## config.mk

```make
export PLATFORM = sky130hd
export DESIGN_NAME = pulse_width_capture_fifo
export DESIGN_NICKNAME = d
export VERILOG_FILES = /design/src/rtl/core/pwcf_pkg.sv /design/src/rtl/core/pwcf_meas.sv /design/src/rtl/core/pwcf_ring.sv /design/src/rtl/core/pulse_width_capture_fifo.sv
export SDC_FILE = /design/constraint.sdc
export NUM_CORES = 1
export LEC_CHECK = 0
export BUFFER_PORTS_ARGS = -buffer_cell sky130_fd_sc_hd__clkbuf_2
export CORE_MARGIN = 2
export CORE_UTILIZATION = 47
export DETAILED_ROUTE_END_ITERATION = 7
export SLEW_MARGIN = 10
export SYNTH_ARGS = -nofsm -noshare
export SYNTH_HDL_FRONTEND = slang
export SYNTH_HIERARCHICAL = 1
export SYNTH_SLANG_ARGS = --single-unit
```

## constraint.sdc

```tcl
create_clock -name clk -period 6.8 [get_ports clk]
set_clock_uncertainty 0.05 [all_clocks]
set_input_delay 1.36 -clock clk [delete_from_list [all_inputs] [get_ports clk]]
set_output_delay 1.36 -clock clk [all_outputs]
set_load 0.1 [all_outputs]
```

## src/rtl/core/pwcf_pkg.sv

```systemverilog
// shared types and constants for the pulse width capture block
package pwcf_pkg;

  localparam int unsigned VALUE_W   = 17;
  localparam int unsigned LIMIT_W   = 12;
  localparam int unsigned MIN_W     = 16;
  localparam int unsigned TALLY_W   = 8;
  localparam int unsigned CFG_IDX_W = 2;
  localparam int unsigned CFG_DATA_W = 16;

  localparam logic [LIMIT_W-1:0] SPACE_LIMIT_RST = 12'd3000;
  localparam logic [LIMIT_W-1:0] QUIET_TICKS_RST = 12'd50;
  localparam logic [MIN_W-1:0]   MIN_PULSE_RST   = 16'd10;

  typedef enum logic [2:0] {
    CMD_TICK       = 3'd0,
    CMD_READ_WIDTH = 3'd1,
    CMD_READ_LEVEL = 3'd2,
    CMD_POP        = 3'd3,
    CMD_READ_COUNT = 3'd4,
    CMD_READ_COPY  = 3'd5,
    CMD_CLEAR      = 3'd6
  } cmd_t;

  typedef enum logic [CFG_IDX_W-1:0] {
    REG_ENABLE      = 2'd0,
    REG_SPACE_LIMIT = 2'd1,
    REG_QUIET_TICKS = 2'd2,
    REG_MIN_PULSE   = 2'd3
  } reg_idx_t;

  typedef struct packed {
    logic               enable;
    logic [LIMIT_W-1:0] space_limit;
    logic [LIMIT_W-1:0] quiet_ticks;
    logic [MIN_W-1:0]   min_pulse_ticks;
  } cfg_t;

  typedef struct packed {
    logic               push;
    logic [VALUE_W-1:0] value;
  } ring_push_t;

endpackage

```

## src/rtl/core/pwcf_meas.sv

```systemverilog
// high/low time counters, burst tally and the count/width read registers
module pwcf_meas #(
  parameter int unsigned COUNT_WIDTH = 16
) (
  input  logic                          clk,
  input  logic                          rst_n,
  input  logic                          accept,
  input  pwcf_pkg::cmd_t                cmd,
  input  logic                          line_level,
  input  pwcf_pkg::cfg_t                cfg,
  output logic [pwcf_pkg::VALUE_W-1:0]  result,
  output pwcf_pkg::ring_push_t          push
);

  logic                             line_now_r, line_now_nxt;
  logic [COUNT_WIDTH-1:0]           high_time_r, high_time_nxt;
  logic [pwcf_pkg::LIMIT_W-1:0]     low_time_r, low_time_nxt;
  logic [pwcf_pkg::TALLY_W-1:0]     tally_r, tally_nxt;
  logic [COUNT_WIDTH-1:0]           last_width_r, last_width_nxt;
  logic [pwcf_pkg::TALLY_W-1:0]     count_r, count_nxt;
  logic [pwcf_pkg::TALLY_W-1:0]     copy_r, copy_nxt;

  logic [COUNT_WIDTH-1:0]           ht1;
  logic [pwcf_pkg::LIMIT_W-1:0]     lt1;
  logic [pwcf_pkg::TALLY_W-1:0]     tally1;

  // counter update for one tick, then quiet / edge checks in order
  always_comb begin
    line_now_nxt   = line_now_r;
    high_time_nxt  = high_time_r;
    low_time_nxt   = low_time_r;
    tally_nxt      = tally_r;
    last_width_nxt = last_width_r;
    count_nxt      = count_r;
    copy_nxt       = copy_r;
    push           = '0;
    result         = '0;
    ht1            = high_time_r;
    lt1            = low_time_r;
    tally1         = tally_r;
    unique case (cmd)
      pwcf_pkg::CMD_TICK: begin
        if (!line_level && high_time_r != '0) begin
          ht1 = high_time_r;
        end else if (line_level && !(&high_time_r)) begin
          ht1 = high_time_r + 1'b1;
        end
        if (!line_level && low_time_r < cfg.space_limit) begin
          lt1 = low_time_r + 1'b1;
        end
        if (lt1 > cfg.quiet_ticks && tally_r != '0) begin
          tally1 = '0;
        end
      end
      pwcf_pkg::CMD_READ_WIDTH: result = pwcf_pkg::VALUE_W'(last_width_r);
      pwcf_pkg::CMD_READ_LEVEL: result = pwcf_pkg::VALUE_W'(line_now_r);
      pwcf_pkg::CMD_READ_COUNT: result = pwcf_pkg::VALUE_W'(count_r);
      pwcf_pkg::CMD_READ_COPY:  result = pwcf_pkg::VALUE_W'(copy_r);
      default: ;
    endcase

    if (accept) begin
      unique case (cmd)
        pwcf_pkg::CMD_TICK: begin
          line_now_nxt = line_level;
          if (cfg.enable) begin
            high_time_nxt = ht1;
            low_time_nxt  = lt1;
            tally_nxt     = tally1;
            if (lt1 > cfg.quiet_ticks && tally_r != '0) begin
              count_nxt = tally_r;
              copy_nxt  = tally_r;
            end
            // falling edge closes a high period
            if (!line_level && ht1 != '0) begin
              if (32'(ht1) > 32'(cfg.min_pulse_ticks) && !(&tally1)) begin
                tally_nxt = tally1 + 1'b1;
              end
              last_width_nxt = ht1;
              high_time_nxt  = '0;
              push.push      = 1'b1;
              push.value     = pwcf_pkg::VALUE_W'(ht1);
            end
            // rising edge closes a low period, stored negated
            if (line_level && lt1 != '0) begin
              low_time_nxt = '0;
              push.push    = 1'b1;
              push.value   = pwcf_pkg::VALUE_W'(0) - pwcf_pkg::VALUE_W'(lt1);
            end
          end
        end
        pwcf_pkg::CMD_READ_WIDTH: last_width_nxt = '0;
        pwcf_pkg::CMD_READ_COUNT: count_nxt = '0;
        pwcf_pkg::CMD_READ_COPY:  copy_nxt = '0;
        pwcf_pkg::CMD_CLEAR: begin
          last_width_nxt = '0;
          count_nxt      = '0;
          copy_nxt       = '0;
        end
        default: ;
      endcase
    end
  end

  always_ff @(posedge clk) begin
    if (!rst_n) begin
      line_now_r   <= 1'b0;
      high_time_r  <= '0;
      low_time_r   <= '0;
      tally_r      <= '0;
      last_width_r <= '0;
      count_r      <= '0;
      copy_r       <= '0;
    end else begin
      line_now_r   <= line_now_nxt;
      high_time_r  <= high_time_nxt;
      low_time_r   <= low_time_nxt;
      tally_r      <= tally_nxt;
      last_width_r <= last_width_nxt;
      count_r      <= count_nxt;
      copy_r       <= copy_nxt;
    end
  end

endmodule

```

## src/rtl/core/pwcf_ring.sv

```systemverilog
// overwrite-oldest width ring with registered pop read
module pwcf_ring #(
  parameter int unsigned RING_DEPTH = 16
) (
  input  logic                          clk,
  input  logic                          rst_n,
  input  logic                          accept,
  input  pwcf_pkg::cmd_t                cmd,
  input  pwcf_pkg::ring_push_t          push,
  output logic [pwcf_pkg::VALUE_W-1:0]  pop_value
);

  localparam int unsigned IDX_W = $clog2(RING_DEPTH);

  logic [pwcf_pkg::VALUE_W-1:0] mem [RING_DEPTH];
  logic [IDX_W-1:0]             wr_r, wr_nxt;
  logic [IDX_W-1:0]             rd_r, rd_nxt;
  logic [IDX_W-1:0]             wr_inc, rd_inc;
  logic [pwcf_pkg::VALUE_W-1:0] rd_data_r;
  logic                         pop_hit_r;
  logic                         pop_hit;
  logic                         do_push;
  logic                         do_pop;

  assign wr_inc  = (wr_r == IDX_W'(RING_DEPTH - 1)) ? '0 : wr_r + 1'b1;
  assign rd_inc  = (rd_r == IDX_W'(RING_DEPTH - 1)) ? '0 : rd_r + 1'b1;
  assign do_push = accept && push.push;
  assign do_pop  = accept && (cmd == pwcf_pkg::CMD_POP);
  assign pop_hit = rd_r != wr_r;

  always_comb begin
    wr_nxt = wr_r;
    rd_nxt = rd_r;
    if (do_push) begin
      wr_nxt = wr_inc;
      // full: drop the oldest entry
      if (wr_inc == rd_r) begin
        rd_nxt = rd_inc;
      end
    end else if (do_pop && pop_hit) begin
      rd_nxt = rd_inc;
    end else if (accept && cmd == pwcf_pkg::CMD_CLEAR) begin
      wr_nxt = '0;
      rd_nxt = '0;
    end
  end

  always_ff @(posedge clk) begin
    if (!rst_n) begin
      wr_r <= '0;
      rd_r <= '0;
    end else begin
      wr_r <= wr_nxt;
      rd_r <= rd_nxt;
    end
  end

  always_ff @(posedge clk) begin
    if (do_push) begin
      mem[wr_inc] <= push.value;
    end
    if (do_pop) begin
      rd_data_r <= mem[rd_inc];
      pop_hit_r <= pop_hit;
    end
  end

  assign pop_value = pop_hit_r ? rd_data_r : '0;

endmodule

```

## src/rtl/core/pulse_width_capture_fifo.sv

```systemverilog
// top level: config registers, result stage and output skid register
// an accepted request goes to the result stage, then to the output register driving out_valid
// throughput: one request per cycle unless the output stalls; set by the counter and ring update
// a second result register lets a request be taken while an earlier result waits
// reset (synchronous, rst_n low): counters, ring indices and config go to defaults,
// ring contents are left as they are and are never read before being written
module pulse_width_capture_fifo #(
  parameter int unsigned RING_DEPTH  = 16,
  parameter int unsigned COUNT_WIDTH = 16
) (
  input  logic                                clk,
  input  logic                                rst_n,
  input  logic                                in_valid,
  output logic                                in_ready,
  input  logic [2:0]                          in_cmd,
  input  logic                                in_line_level,
  output logic                                out_valid,
  input  logic                                out_ready,
  output logic signed [pwcf_pkg::VALUE_W-1:0] out_read_value,
  input  logic                                cfg_we,
  input  logic [pwcf_pkg::CFG_IDX_W-1:0]      cfg_index,
  input  logic [pwcf_pkg::CFG_DATA_W-1:0]     cfg_wdata
);

  pwcf_pkg::cfg_t               cfg_r;
  pwcf_pkg::cmd_t               cmd;
  pwcf_pkg::ring_push_t         push;
  logic                         accept;
  logic [pwcf_pkg::VALUE_W-1:0] meas_result;
  logic [pwcf_pkg::VALUE_W-1:0] pop_value;

  logic                         a_valid_r;
  logic                         a_pop_r;
  logic [pwcf_pkg::VALUE_W-1:0] a_val_r;
  logic [pwcf_pkg::VALUE_W-1:0] a_data;
  logic                         a_adv;
  logic                         out_valid_r;
  logic [pwcf_pkg::VALUE_W-1:0] out_value_r;

  assign cmd    = pwcf_pkg::cmd_t'(in_cmd);
  assign a_adv  = !out_valid_r || out_ready;
  assign in_ready = !a_valid_r || a_adv;
  assign accept = in_valid && in_ready;

  always_ff @(posedge clk) begin
    if (!rst_n) begin
      cfg_r.enable          <= 1'b0;
      cfg_r.space_limit     <= pwcf_pkg::SPACE_LIMIT_RST;
      cfg_r.quiet_ticks     <= pwcf_pkg::QUIET_TICKS_RST;
      cfg_r.min_pulse_ticks <= pwcf_pkg::MIN_PULSE_RST;
    end else if (cfg_we) begin
      unique case (pwcf_pkg::reg_idx_t'(cfg_index))
        pwcf_pkg::REG_ENABLE:      cfg_r.enable <= cfg_wdata[0];
        pwcf_pkg::REG_SPACE_LIMIT: cfg_r.space_limit <= cfg_wdata[pwcf_pkg::LIMIT_W-1:0];
        pwcf_pkg::REG_QUIET_TICKS: cfg_r.quiet_ticks <= cfg_wdata[pwcf_pkg::LIMIT_W-1:0];
        pwcf_pkg::REG_MIN_PULSE:   cfg_r.min_pulse_ticks <= cfg_wdata[pwcf_pkg::MIN_W-1:0];
        default: ;
      endcase
    end
  end

  pwcf_meas #(
    .COUNT_WIDTH (COUNT_WIDTH)
  ) u_meas (
    .clk        (clk),
    .rst_n      (rst_n),
    .accept     (accept),
    .cmd        (cmd),
    .line_level (in_line_level),
    .cfg        (cfg_r),
    .result     (meas_result),
    .push       (push)
  );

  pwcf_ring #(
    .RING_DEPTH (RING_DEPTH)
  ) u_ring (
    .clk       (clk),
    .rst_n     (rst_n),
    .accept    (accept),
    .cmd       (cmd),
    .push      (push),
    .pop_value (pop_value)
  );

  // pop data comes out of the ring's read register
  assign a_data = a_pop_r ? pop_value : a_val_r;

  always_ff @(posedge clk) begin
    if (!rst_n) begin
      a_valid_r   <= 1'b0;
      out_valid_r <= 1'b0;
    end else begin
      if (accept) begin
        a_valid_r <= 1'b1;
      end else if (a_adv) begin
        a_valid_r <= 1'b0;
      end
      if (a_adv) begin
        out_valid_r <= a_valid_r;
      end
    end
  end

  always_ff @(posedge clk) begin
    if (accept) begin
      a_pop_r <= (cmd == pwcf_pkg::CMD_POP);
      a_val_r <= meas_result;
    end
    if (a_adv && a_valid_r) begin
      out_value_r <= a_data;
    end
  end

  assign out_valid      = out_valid_r;
  assign out_read_value = out_value_r;

  a_reset_clears: assert property (@(posedge clk)
    !rst_n |=> !a_valid_r && !out_valid_r)
    else $error("result stages not empty after reset");

  a_refuse_only_full: assert property (@(posedge clk) disable iff (!rst_n)
    !in_ready |-> a_valid_r && out_valid_r)
    else $error("request refused while a result register is free");

  a_accept_fills: assert property (@(posedge clk) disable iff (!rst_n)
    accept |=> a_valid_r)
    else $error("accepted request left no result");

  a_stall_holds: assert property (@(posedge clk) disable iff (!rst_n)
    a_valid_r && !a_adv |=> a_valid_r && $stable(a_val_r) && $stable(a_pop_r))
    else $error("stalled result stage changed");

endmodule
```

Word-level counts from Yosys, hierarchy flattened
Memory sizes are Yosys's and may differ from the RTL's. A register that Yosys moved wholly into a read port is not among the register bits.
Cells that the tools add are included.
{ "totals": {"ff_bits": 156, "romBits": 0, "mem_count": 1, "inputBits": 27, "output_inout_bits": 19, "elab_cells": 136, "mem_bits_rw": 272, "latchBits": 0} }
{ "classes": {"add_sub_neg": 6, "n_bitwise": 0, "shifts": 0, "reduce_logical": 49, "magnitude_cmp": 4, "multipliers": 0, "muxes": 39, "n_eq_ne": 18, "n_div": 0} }
{ "memory_table": {"columns": ["name", "words", "word_bits", "read_ports", "rd_clocked_by_memory_dff", "wr", "line", "text"], "rows": [
  ["u_ring.mem", 16, 17, 1, 1, 1, "pwcf_ring.sv:15", "logic [pwcf_pkg::VALUE_W-1:0] mem [RING_DEPTH];"]
]} }
{ "op_table": {"columns": ["operator", "count"], "rows": [
  ["2-to-1 mux 16 bit", 6],
  ["2-to-1 mux 18 bit", 5],
  ["one-hot mux 16 bit (4 select lines)", 1],
  ["2-to-1 mux 12 bit", 4],
  ["2-to-1 mux 8 bit", 6],
  ["2-to-1 mux 17 bit", 2],
  ["2-to-1 mux 4 bit", 8],
  ["one-hot mux 16 bit (2 select lines)", 1],
  ["one-hot mux 8 bit (2 select lines)", 2],
  ["nonzero test 16 bit", 2],
  ["> comparator 12 bit", 2],
  ["adder 16 x 1 -> 16 bit (second input constant)", 1],
  ["> comparator 16 bit", 1],
  ["AND reduction 16 bit", 1],
  ["logical AND 1 bit", 14],
  ["AND reduction 2 bit", 7],
  ["subtractor 1 x 12 -> 13 bit (first input constant)", 1],
  ["adder 12 x 1 -> 12 bit (second input constant)", 1],
  ["less-than comparator 12 bit", 1],
  ["AND reduction 4 bit", 3],
  ["nonzero test 12 bit", 1],
  ["nonzero test 2 bit", 5],
  ["equality test 3 bit (second input constant)", 3],
  ["adder 4 x 1 -> 4 bit (second input constant)", 2],
  ["other kinds (20)", 36]
]} }

Depth between registers and ports, before layout
Gate-level depths: netlist (run 1).
{ "depth": {"word_depth": 16, "mapped_depth": 23, "depth_no_buf": 22} }

Modules after synthesis
Netlist (run 1), hierarchy kept.
{ "modules_own_cells": {"columns": ["module", "cells_per_inst", "seq_area_each_um2", "instances", "area_per_inst_um2"], "rows": [
  ["pwcf_ring", 688, 8868.5, 1, 11975.2],
  ["pwcf_meas", 799, 1381.3, 1, 6127.1],
  ["pulse_width_capture_fifo", 234, 1911.8, 1, 3042.9]
]} }

Worst setup path before layout (run 1)
No wires, ideal clock.
{ "synth_path": {"kind": "input-to-reg", "startpoint": "in in_cmd[0]", "endpoint": "mem u_ring/mem[12][0] in the netlist's numbering, enable pin", "path_slack_ns": 1.138, "setup_ns": 0.390, "path_stages": 17, "n_path_buf": 5, "arrival_time_ns": 5.221, "required_time_ns": 6.360, "cell_sequence": "buf_2 -> or3_1 -> clkbuf_1 -> a21oi_1 -> and2_1 -> clkbuf_1 -> xnor2_1 -> ha_1 -> inv_1 -> a221oi_1 -> a311o_1 -> clkbuf_1 -> nand2_1 -> and2_1 -> clkbuf_1 -> nand2_1 -> nor2_1"} }
{ "synth_lines": {"columns": ["item", "line", "text"], "rows": [
  ["start, declared", "pulse_width_capture_fifo.sv:15", "input logic [2:0] in_cmd,"],
  ["end, declared", "pwcf_ring.sv:15", null]
]} }

Final worst setup path (run 1)
{ "layout_path": {"startpoint": "reg u_meas/low_time_r[10] in the netlist's numbering", "endpoint": "reg u_meas/tally_r[7] in the netlist's numbering"} }
{ "layout_via": {"elab_chain_len": 13, "word_cells_on_any_way": 15, "classes_between": "add/sub (2); order compare (2); mux (6); reduce/logical (5)"} }
{ "layout_rtl": {"columns": ["item", "line", "text"], "rows": [
  ["start, declared", "pwcf_meas.sv:17", "logic [pwcf_pkg::LIMIT_W-1:0] low_time_r, low_time_nxt;"],
  ["start signal, assigned", "pwcf_meas.sv:117", "low_time_r <= low_time_nxt;"],
  ["less-than comparator 12 bit", "pwcf_meas.sv:48", "if (!line_level && low_time_r < cfg.space_limit) begin"],
  ["logical AND 1 bit", "pwcf_meas.sv:48", null],
  ["2-to-1 mux 12 bit *", "pwcf_meas.sv:48", null],
  ["2-to-1 mux 12 bit *", "pwcf_meas.sv:41", "unique case (cmd)"],
  ["> comparator 12 bit *", "pwcf_meas.sv:51", "if (lt1 > cfg.quiet_ticks && tally_r != '0) begin"],
  ["logical AND 1 bit *", "pwcf_meas.sv:51", null],
  ["2-to-1 mux 8 bit *", "pwcf_meas.sv:51", null],
  ["2-to-1 mux 8 bit *", "pwcf_meas.sv:41", null],
  ["branches (longest 4 deep; another with adder 8 x 1 -> 8 bit)", null, null],
  ["2-to-1 mux 8 bit *", "pwcf_meas.sv:75", "if (!line_level && ht1 != '0) begin"],
  ["end signal, assigned", "pwcf_meas.sv:118", "tally_r <= tally_nxt;"],
  ["end, declared", "pwcf_meas.sv:18", "logic [pwcf_pkg::TALLY_W-1:0] tally_r, tally_nxt;"]
]} }
Mark *: on every way between the ends. The select of a mux whose other input is x is not followed.
A chain may end at the register's enable or synchronous reset.

==> qor.txt, run 1 <==
Area contributors post-synth -> edfxtp_1 (46%), dfxtp_1 (11%), mux4_2 (4.6%)
Dpl hpwl -> 37,200 um
Total number of vias -> 14,000
Final Hold Fails -> 0
P_leak -> 8.33 nW
Ys async rst share -> 0%
Die ar. -> 0.0467 mm^2
Core area -> 0.0443 mm^2
Startpoint types -> flip-flop
IO Pins -> 46
Req. time, crit path -> 7290 ps
Max frequency -> 163 MHz
DRT Pass-1 Iters -> 5
Crit path max fanout -> 10
Power Density -> 239 mW/mm^2
Clk_lat worst skew -> 610 ps
Vias in the first global route -> 13,600
Clock Sinks -> 445
Hold Crit Class -> reg -> reg
Vias/cell -> 5.86
Final ANT Viol Nets -> 0
Wire per inst -> 22.9 um
DP Area -> 0.0220 mm^2
H-tree lvl count -> 2
Yosys Warn Count -> 6
Synth Flop Type -> edfxtp_1
First-pass GRT wire length -> 83,700 um
Layout fillers -> 3,775
Starting Density -> 47.7%
DR iter-0 viols -> 1,487
Minimum clock period -> 6120 ps
Critical path arrival -> 6610 ps
Cell variety after synth -> 84
DIE WIDTH -> 216 um
Clock root buffer -> clkbuf_16
Max VDD drop -> 0.155 mV
Max_cap viols -> 0
Max Slew Vio Count -> 0
Max Root-Sink Buffers -> 3
Final period utilization -> 90.0%
# setup viols final -> 0
Post-synth top area cell -> edfxtp_1
Layout Nets -> 1,854
DRC viols -> 0
DIE HEIGHT -> 216 um
Cell area after layout -> 0.0236 mm^2
Cts bufs inserted -> 47
Tot GR Track Use -> 23.6%
Slew of the pin with the lowest slew margin -> 1140 ps
Status -> finished clean
Share of cells above drive strength 1 -> 16.1%
Post-Route WL -> 54,900 um
Area Overhead vs Synth -> 11.4%
GRT overflow -> 0
Seq/Total Area, Yosys -> 57.5%
Post-Syn Instances -> 1,721
RSZ-0062 raised after global routing -> no
Row cnt -> 77
Post-CTS Resized -> 0
Reg clk slew, reported paths -> 60 ps
Syn avg cell area -> 12.3 um^2
Final worst setup slack -> 677 ps
Post-synth EDFFs -> 325
Synthesized area -> 0.0211 mm^2
Yosys top cell area share -> 46.2%
Top cells by count, synth -> edfxtp_1 (325), nand2_1 (199), dfxtp_1 (120)
Syn nets -> 1,810
Most frequent cell after synthesis -> edfxtp_1
Initial antenna violation count -> 1
#FFs+latches synth -> 445
CTS Hold Bufs -> 0
RD Place Congestion -> 0.939
Crit end category -> flip-flop
Crit Path Class -> reg -> reg
Post-CTS setup buffers -> 0
Largest net degree at the start of global routing -> 87
Relative slew margins -> 23.6%
Setup WS pre-CTS -> 486 ps
CTS tree -> built
TNS Setup -> 0 ps
Number of buffers added on ports -> 45
## worst paths after layout
| kind | cells after the start | slack, ps | endpoint | start |
|---|---|---|---|---|
| min reg2reg | 2 | 410 | cfg_r[6] | cfg_r[6] |
| max | 22 | 680 | u_meas/tally_r[7] | u_meas/low_time_r[10] |
| max reg2reg | 22 | 680 | u_meas/tally_r[7] | u_meas/low_time_r[10] |
| min | 2 | 410 | cfg_r[6] | cfg_r[6] |
## routing by layer
metal	up-vias	GRT usage, %	share of wire [%]	routed length (um)
li1	6502	-	-	-
met4	0	5.78	2.1	1160
met2	478	35.7	44	24200
met5	-	0	0	0
met3	78	4.44	7.3	3990
met1	6985	35.3	46	25500
## stage by stage
| step | instances | utilization (%) | power [mW] | hold WS [ps] |
|---|---|---|---|---|
| 2_1_floorplan | 1721 | - | 3.11 | 384 |
| 3_3_place_gp | 2308 | 49.7 | 3.16 | 395 |
| 3_5_place_dp | 2308 | 49.7 | 3.16 | 399 |
| 4_1_cts | 2394 | 53.1 | 5.67 | 407 |
| 5_1_grt | 2394 | 53.1 | 5.79 | 424 |
| 6_report | 2395 | 53.1 | 5.62 | 406 |
## cells in the final DEF, fill, tap and decap left out, types with 24 or more instances in the layout
cell / netlist / layout
edfxtp_1: 325 / 325
nand2_1: 199 / 199
dfxtp_1: 120 / 120
nor2_1: 87 / 70
inv_1: 67 / 67
ha_1: 62 / 61
a21oi_1: 62 / 59
buf_4: 8 / 56
mux2i_1: 54 / 54
o21ai_0: 52 / 49
clkbuf_16: 0 / 47
clkbuf_2: 0 / 44
a22oi_1: 43 / 43
mux4_2: 43 / 43
and2_1: 38 / 38
xnor2_1: 37 / 37
nand3_1: 34 / 34
nand4_1: 27 / 27
a22o_1: 27 / 27
mux2_2: 25 / 25
nor2b_1: 25 / 24
## registers in the layout (all words and copies together), names as in the netlist
| name | count |
|---|---|
| u_meas/low_time_r | 12 |
| u_ring/rd_data_r | 17 |
| out_valid | 1 |
| u_ring/mem | 272 |
| u_meas/copy_r | 8 |
| u_meas/count_r | 8 |
| u_ring/pop_hit_r | 1 |
| out_read_value | 17 |
| u_meas/high_time_r | 16 |
| a_val_r | 17 |
| u_ring/wr_r | 4 |
| u_ring/rd_r | 4 |
| a_valid_r | 1 |
| cfg_r | 41 |
| u_meas/last_width_r | 16 |
| u_meas/tally_r | 8 |
| u_meas/line_now_r | 1 |
| a_pop_r | 1 |
## critical path, stage by stage (launching register included)
cell and delay, ps:
dfxtp_1 570, ha_1 340, and3_1 170, o21ai_0 340, o211ai_1 230, a21oi_1 370
buf_4 240, mux2i_1 250, inv_1 70, ha_1 290, nor2b_1 140, o21a_1 110
o21ai_0 70, a211oi_1 440, o21ai_0 220, and2_1 210, ha_1 250, nand3_1 130
or2_2 110, o31ai_1 110, nor4_1 840, and4_1 340, mux2i_1 180
## final cells by class
| type | count | area [um^2] | share of cell area, % |
|---|---|---|---|
| diodes | 1 | 2.50 | 0.0106 |
| well taps | 592 | 741 | 3.14 |
| clock buffers | 53 | 1210 | 5.13 |
| inverters | 69 | 259 | 1.10 |
| repair buffers | 101 | 646 | 2.74 |
| clock inverters | 33 | 307 | 1.30 |
| multi-input cells | 1101 | 8230 | 34.9 |
| flip-flops and latches | 445 | 12200 | 51.6 |
## cells by family (layout without fill, tap and decap cells)
kind of cell / Yosys count / count (layout) / share of synthesized area, %
flops: 445 / 445 / 57.5
compound gates: 326 / 326 / 10.7
mux: 127 / 127 / 9.09
simple gates: 523 / 523 / 12.4
fa+ha+maj: 62 / 62 / 3.67
buf+inv: 175 / 256 / 4.03
other cells: 1 / 2 / 0.0177
xor+xnor: 62 / 62 / 2.66
## power by group
part | switching [mW] | internal, mW | leakage (nW) | total (mW)
logic | 0.138 | 0.0560 | 3.90 | 0.194
clock network | 1.08 | 1.44 | 0.737 | 2.52
registers | 0.0125 | 2.90 | 3.70 | 2.91
Note: power is estimated with default switching activity, not from simulation.
==> run 2, diff against run 1 <==
--- a/config.mk
+++ b/config.mk
@@ -9,8 +9,8 @@
 export CORE_MARGIN = 2
 export CORE_UTILIZATION = 47
 export DETAILED_ROUTE_END_ITERATION = 7
+export RECOVER_POWER = 100
 export SLEW_MARGIN = 10
 export SYNTH_ARGS = -nofsm -noshare
 export SYNTH_HDL_FRONTEND = slang
-export SYNTH_HIERARCHICAL = 1
 export SYNTH_SLANG_ARGS = --single-unit
==> run 2 against run 1 <==
  * The flow now finishes with violations (max-capacitance violations, max-slew violations)
  * Cell count is 8.0% lower
  * Setup slack got worse by 140 ps
  * Power is 3.1% higher
  * Cell area fell by 4.5%
  * Sequential cell count fell by 1
  * Global-route usage down 1.1 points
  * Register-to-register slack about the same
==> qor.txt, run 2 <==
Status -> complete, but fails checks
Failing checks -> max-capacitance violations, max-slew violations
Biggest regs -> u_ring.mem x272, cfg_r x41
CTS tree -> built
Most frequent cell after synthesis -> edfxtp_1
# setup viols final -> 0 (unchanged)
Yosys Warn Count -> 0 (-6)
TNS Setup -> 0 ps (unchanged)
DRT Pass-1 Iters -> 5 (unchanged)
Post-Route WL -> 49,000 um (-11%)
Max Root-Sink Buffers -> 3 (unchanged)
Vias/cell -> 5.78 (-1.4%)
Final Hold Fails -> 0 (unchanged)
Clk_lat worst skew -> 600 ps (about the same)
H-tree lvl count -> 2 (unchanged)
Slew of the pin with the lowest slew margin -> 3680 ps (+2540 ps)
Max_cap viols -> 9 (+9)
IO Pins -> 46 (unchanged)
Wire per inst -> 22.2 um (-3.0%)
Layout Nets -> 1,717 (-7.4%)
Row cnt -> 75 (-2.6%)
Mux cell area share after synthesis -> 10.8% (+1.7 points)
GRT overflow -> 0 (unchanged)
Clock Sinks -> 444 (-0.22%)
Initial antenna violation count -> 0 (-1)
Clock share of power -> 44.5% (-0.3 points)
Largest register FFs -> 272 (unchanged)
Post-synth EDFFs -> 324 (-0.31%)
Core area -> 0.0422 mm^2 (-4.7%)
Area contributors post-synth -> edfxtp_1 (48%), dfxtp_1 (12%), mux4_2 (9.5%)
Synth Flop Type -> edfxtp_1
Hold Crit Class -> reg -> reg
Total number of vias -> 12,700 (-9.3%)
DIE WIDTH -> 211 um (-2.2%)
Power Density -> 258 mW/mm^2 (+7.9%)
Crit Path Class -> in -> reg
DRC viols -> 0 (unchanged)
Syn avg cell area -> 12.7 um^2 (+3.7%)
Global routing's busiest layer -> met2
Crit end category -> flip-flop
Met1 Resource Use GR -> 32.5% (-2.8 points)
Clock root buffer -> clkbuf_16
Seq/Total Area, Yosys -> 60.0% (+2.5 points)
Relative slew margins -> -146% (-170 points)
Max VDD drop -> 0.151 mV (-2.4%)
Critical path arrival -> 6510 ps (-100 ps)
Starting Density -> 47.9% (+0.17 points)
Largest family of logic cells by synthesized area -> simple AND/OR/NAND/NOR gates
Yosys top cell area share -> 48.1% (+2.0 points)
Diode count -> 0 (-1)
Startpoint types -> primary input
Vias in the first global route -> 12,400 (-8.7%)
CTS Hold Bufs -> 0 (unchanged)
Final period utilization -> 92.1% (+2.0 points)
Cts bufs inserted -> 47 (unchanged)
Reg clk slew, reported paths -> 60 ps (about the same)
Top reg by flops -> u_ring.mem
Synthesized area -> 0.0202 mm^2 (-4.4%)
Syn nets -> 1,676 (-7.4%)
Final ANT Viol Nets -> 0 (unchanged)
Minimum clock period -> 6260 ps (+139 ps)
Number of buffers added on ports -> 45 (unchanged)
Max Slew Vio Count -> 287 (+287)
RSZ-0062 raised after global routing -> no
Met3 Usage GRT -> 4.51% (+0.075 points)
P_leak -> 7.88 nW (-5.5%)
Switch share -> 21.9% (+0.066 points)
Reg power frac -> 50.4% (-1.4 points)
Ys async rst share -> 0% (unchanged)
Post-synth top area cell -> edfxtp_1
Final core occ -> 53.3% (+0.14 points)
Post-CTS Resized -> 0 (unchanged)
P_int -> 4.53 mW (+3.0%)
Met2 usage in global routing -> 35.1% (-0.56 points)
Req. time, crit path -> 7040 ps (-250 ps)
Switching Power -> 1.27 mW (+3.4%)
DIE HEIGHT -> 211 um (-2.2%)
Synth Area in Simple Gates -> 11.4% (-0.97 points)
Post-Syn Instances -> 1,587 (-7.8%)
DR iter-0 viols -> 1,027 (-31%)
Xor-xnor portion of the synthesized cell area -> 2.73% (+0.072 points)
Crit path max fanout -> 19 (+9)
Largest net degree at the start of global routing -> 80 (-8.0%)
Compound-cell area share of the yosys netlist -> 7.85% (-2.8 points)
RD Place Congestion -> 0.909 (-3.2%)
Comb pwr share -> 5.1% (+1.6 points)
Area Overhead vs Synth -> 11.3% (about the same)
Post-CTS setup buffers -> 0 (unchanged)
Post-synthesis adder-cell area fraction -> 3.84% (+0.17 points)
First-pass GRT wire length -> 75,300 um (-10%)
Die ar. -> 0.0447 mm^2 (-4.3%)
Commonest cells after routing, fill and taps aside -> edfxtp_1 (324), nand2_1 (183), dfxtp_1 (120)
Share of cells above drive strength 1 -> 13.8% (-2.3 points)
Dpl hpwl -> 32,500 um (-13%)
#FFs+latches synth -> 444 (-0.22%)
Tot GR Track Use -> 22.5% (-1.1 points)
Top cells by count, synth -> edfxtp_1 (324), nand2_1 (183), dfxtp_1 (120)
Cell variety after synth -> 74 (-12%)
Max frequency -> 160 MHz (-2.2%)
Commonest non-fill, non-tap cell in the layout -> edfxtp_1
-- run 2: cell count changes in the layout (fill, tap and decap cells not counted), sizes merged, moves of 24 or more --
cell / change
mux2i: -39
mux4: +37
a21oi: +39
clkbuf: +37
and2: -24
buf: -46
-- run 2: layout make-up --
type / instances / area (um^2)
Fill cell: 3569 / 19700
Sequential cell: 444 / 12100
Multi-Input combinational cell: 969 / 7430
Clock buffer: 64 / 1360
Tap cell: 539 / 674
Timing Repair Buffer: 81 / 379
Inverter: 85 / 319
Clock inverter: 22 / 215
-- run 2: metal layers --
layer / wire length (um) / vias up
li1: - / 5985
met1: 22700 / 6365
met2: 22600 / 321
met3: 2740 / 70
met4: 983 / 0
met5: 0 / -
-- run 2: path summary, 6_finish.rpt --
check                         startpoint                endpoint  slack [ps]  depth (start not counted)
hold / removal    u_meas.last_width_r[8]  u_meas.last_width_r[8]         400                          2
setup reg to reg   u_meas.low_time_r[10]       u_ring.mem[0][16]         670                         15
hold reg to reg   u_meas.last_width_r[8]  u_meas.last_width_r[8]         400                          2
setup / recovery               in_cmd[2]       u_ring.mem[0][16]         540                         14
-- run 2: kinds of logic after synthesis --
logic type	Yosys count
AND/OR/NAND/NOR	487
AO/OA/AOI/OAI	247
buffers and inverters	174
XOR/XNOR	63
multiplexers	110
flip-flops	444
adder cells (fa/ha/maj)	62
-- run 2: critical path, stage by stage --
cell and delay (ps):
clkbuf_1 380, or3_1 580, a211oi_2 470, nand2_1 300
xor2_1 240, ha_1 270, nand3_1 90, mux2i_1 70
clkbuf_1 220, nand4_1 180, o211a_1 480, nand2_1 210
nor2_1 1260, buf_4 370
-- run 2: power groups by stage --
stage / Combinational [mW] / Clock (mW) / Sequential (mW)
2_1_floorplan: 0.184 / 0 / 3.00
3_3_place_gp: 0.299 / 0 / 2.98
3_5_place_dp: 0.303 / 0 / 2.98
4_1_cts: 0.304 / 2.63 / 2.92
5_1_grt: 0.322 / 2.73 / 2.92
6_report: 0.298 / 2.58 / 2.92
-- run 2: per-stage QoR --
step           setup slack [ps]  area, um^2  hold WS [ps]  instances  total power, mW
2_1_floorplan              1730       20200           377       1587             3.19
3_3_place_gp                812       21100           392       2118             3.28
3_5_place_dp                702       21100           393       2118             3.28
4_1_cts                    1040       22700           401       2204             5.85
5_1_grt                     302       22500           417       2204             5.98
6_report                    538       22500           398       2204             5.80
==> run 3, diff against run 2 <==
--- a/config.mk
+++ b/config.mk
@@ -5,10 +5,10 @@
 export SDC_FILE = /design/constraint.sdc
 export NUM_CORES = 1
 export LEC_CHECK = 0
-export BUFFER_PORTS_ARGS = -buffer_cell sky130_fd_sc_hd__clkbuf_2
 export CORE_MARGIN = 2
 export CORE_UTILIZATION = 47
 export DETAILED_ROUTE_END_ITERATION = 7
+export DONT_BUFFER_PORTS = 1
 export RECOVER_POWER = 100
 export SLEW_MARGIN = 10
 export SYNTH_ARGS = -nofsm -noshare
==> run 3 against run 2 <==
  * The run still ends with max-capacitance violations, max-slew violations left
  * Power fell by 3.3%
  * First-iteration DRC count rose by 24%
  * Sequential cell count did not move
  * Wire length fell by 0.78%
  * Cell count fell by 2.3%
  * Largest power group unchanged
==> qor.txt, run 3 (same netlist as run 2, synthesis figures left out) <==
DP Area -> 0.0209 mm^2 (-1.1%)
CTS Hold Bufs -> 0 (unchanged)
GRT overflow -> 0 (unchanged)
First-pass GRT wire length -> 75,000 um (-0.41%)
Post-CTS setup buffers -> 0 (unchanged)
Clock Sinks -> 444 (unchanged)
Max Root-Sink Buffers -> 3 (unchanged)
DIE HEIGHT -> 211 um (unchanged)
Number of buffers added on ports -> 0 (-100%)
Reg clk slew, reported paths -> 60 ps (about the same)
Hold Crit Class -> reg -> reg
Die ar. -> 0.0447 mm^2 (unchanged)
Cell mode on critical path -> nand2_1
Post-CTS Resized -> 0 (unchanged)
Tot GR Track Use -> 22.4% (-0.10 points)
RSZ-0062 raised after global routing -> no
Vias/cell -> 5.83 (+0.91%)
Power Density -> 253 mW/mm^2 (-1.9%)
Max_cap viols -> 7 (-2)
Layout Nets -> 1,669 (-2.8%)
# setup viols final -> 0 (unchanged)
Relative slew margins -> -171% (-25 points)
H-tree lvl count -> 2 (unchanged)
Share of cells above drive strength 1 -> 12.8% (-1.0 points)
P_leak -> 7.67 nW (-2.6%)
Status -> complete, but fails checks
Wire per inst -> 22.6 um (+1.5%)
Final Power -> 5.61 mW (-3.3%)
Dpl hpwl -> 31,600 um (-2.8%)
Max frequency -> 160 MHz (+0.41%)
Vias in the first global route -> 12,500 (+0.27%)
Clock root buffer -> clkbuf_16
Cell area after layout -> 0.0222 mm^2 (-1.5%)
Area Overhead vs Synth -> 9.64%
Cts bufs inserted -> 46 (-2.1%)
Clk_lat worst skew -> 580 ps (-20 ps)
IO Pins -> 46 (unchanged)
Biggest regs -> u_ring.mem x272, cfg_r x41
Final period utilization -> 91.7% (-0.37 points)
DIE WIDTH -> 211 um (unchanged)
Post-Route WL -> 48,600 um (-0.78%)
Row cnt -> 75 (unchanged)
Final ANT Viol Nets -> 0 (unchanged)
Total number of vias -> 12,600 (-1.4%)
DRC viols -> 0 (unchanged)
Initial antenna violation count -> 2 (+2)
TNS Setup -> 0 ps (unchanged)
CTS tree -> built
Largest net degree at the start of global routing -> 88 (+10%)
DRT Pass-1 Iters -> 5 (unchanged)
Max Slew Vio Count -> 269 (-6.3%)
Crit path max fanout -> 18 (-1)
Placed cells -> 2,071 (-2.2%)
Diode count -> 0 (unchanged)
Critical path arrival -> 6380 ps (-130 ps)
Commonest cells after routing, fill and taps aside -> edfxtp_1 (324), nand2_1 (183), dfxtp_1 (120)
Final non-filler cell total -> 2,154 (-2.3%)
Slew of the pin with the lowest slew margin -> 4060 ps (+378 ps)
Largest register FFs -> 272 (unchanged)
Req. time, crit path -> 6950 ps (-90 ps)
Starting Density -> 47.9% (unchanged)
Final Hold Fails -> 0 (unchanged)
Startpoint types -> primary input
RD Place Congestion -> 0.873 (-3.9%)
Critical-path top delay cell -> clkbuf_1
Commonest non-fill, non-tap cell in the layout -> edfxtp_1
Crit Path Class -> in -> reg
Critical Path, Cell by Cell -> or3_1, a211oi_1, nand2_1, xor2_1, ha_1, nand3_1, mux2i_1, nand4_1, o211a_1, nand2_1, nor2_1, clkbuf_1
Minimum clock period -> 6240 ps (-25.5 ps)
Max VDD drop -> 0.180 mV (+19%)
Core area -> 0.0422 mm^2 (unchanged)
DR iter-0 viols -> 1,273 (+24%)
Crit end category -> flip-flop
Failing checks -> max-capacitance violations, max-slew violations
Crit-path max cell delay -> 820 ps (-440 ps)
Top reg by flops -> u_ring.mem
-- run 3: cell types whose count changed in the layout (fill, tap and decap cells not counted), moves of 3 or more --
cell | before | now
clkbuf_2 | 28 | 3
clkbuf_8 | 5 | 2
nor2_1 | 103 | 97
clkbuf_16 | 50 | 46
buf_4 | 11 | 6
nor2_2 | 6 | 12
clkinv_2 | 6 | 11
clkbuf_1 | 51 | 33
-- run 3: per-stage QoR --
step	hold WS (ps)	util (%)	worst slack [ps]
after floorplan	377	-	1730
after global placement	387	49.4	983
after detailed placement	392	49.4	931
after CTS	400	52.8	995
after global routing	425	52.5	250
final	400	52.5	563
-- run 3: path summary, 6_finish.rpt --
kind,start,endpoint,slack (ps),cells past startpoint
max,in_cmd[0],u_ring.mem[6][1],560,12
min,u_meas.last_width_r[11],u_meas.last_width_r[11],400,2
max reg2reg,u_meas.low_time_r[1],u_ring.mem[6][1],640,14
min reg2reg,u_meas.last_width_r[11],u_meas.last_width_r[11],400,2
-- run 3: critical path, delay by kind of cell --
kind	cells	cell delay, ps
buf+inv	1	820
xor+xnor	1	240
simple gates	6	2280
compound gates	2	1130
fa+ha+maj	1	290
mux	1	230
-- run 3: where the power goes --
part	internal, mW	switching, mW
combinational	0.102	0.130
sequential	2.90	0.0532
clock	1.38	1.03
-- run 3: per-layer routing --
layer / wire (um) / part of all wire, % / GRT usage (%) / up-vias
met2: 22300 / 46 / 34.6 / 383
met3: 2910 / 6.0 / 3.10 / 78
met1: 22400 / 46 / 33.4 / 6231
met5: 0 / 0 / 0 / -
li1: - / - / - / 5873
met4: 980 / 2.0 / 6.41 / 0
-- run 3: cell type report --
type	instances	area, um^2
flip-flops and latches	444	12100
fillers	3600	20100
clock buffers	56	1210
well taps	539	674
repair buffers	34	154
inverters	85	319
clock inverters	27	230
multi-input cells	969	7450
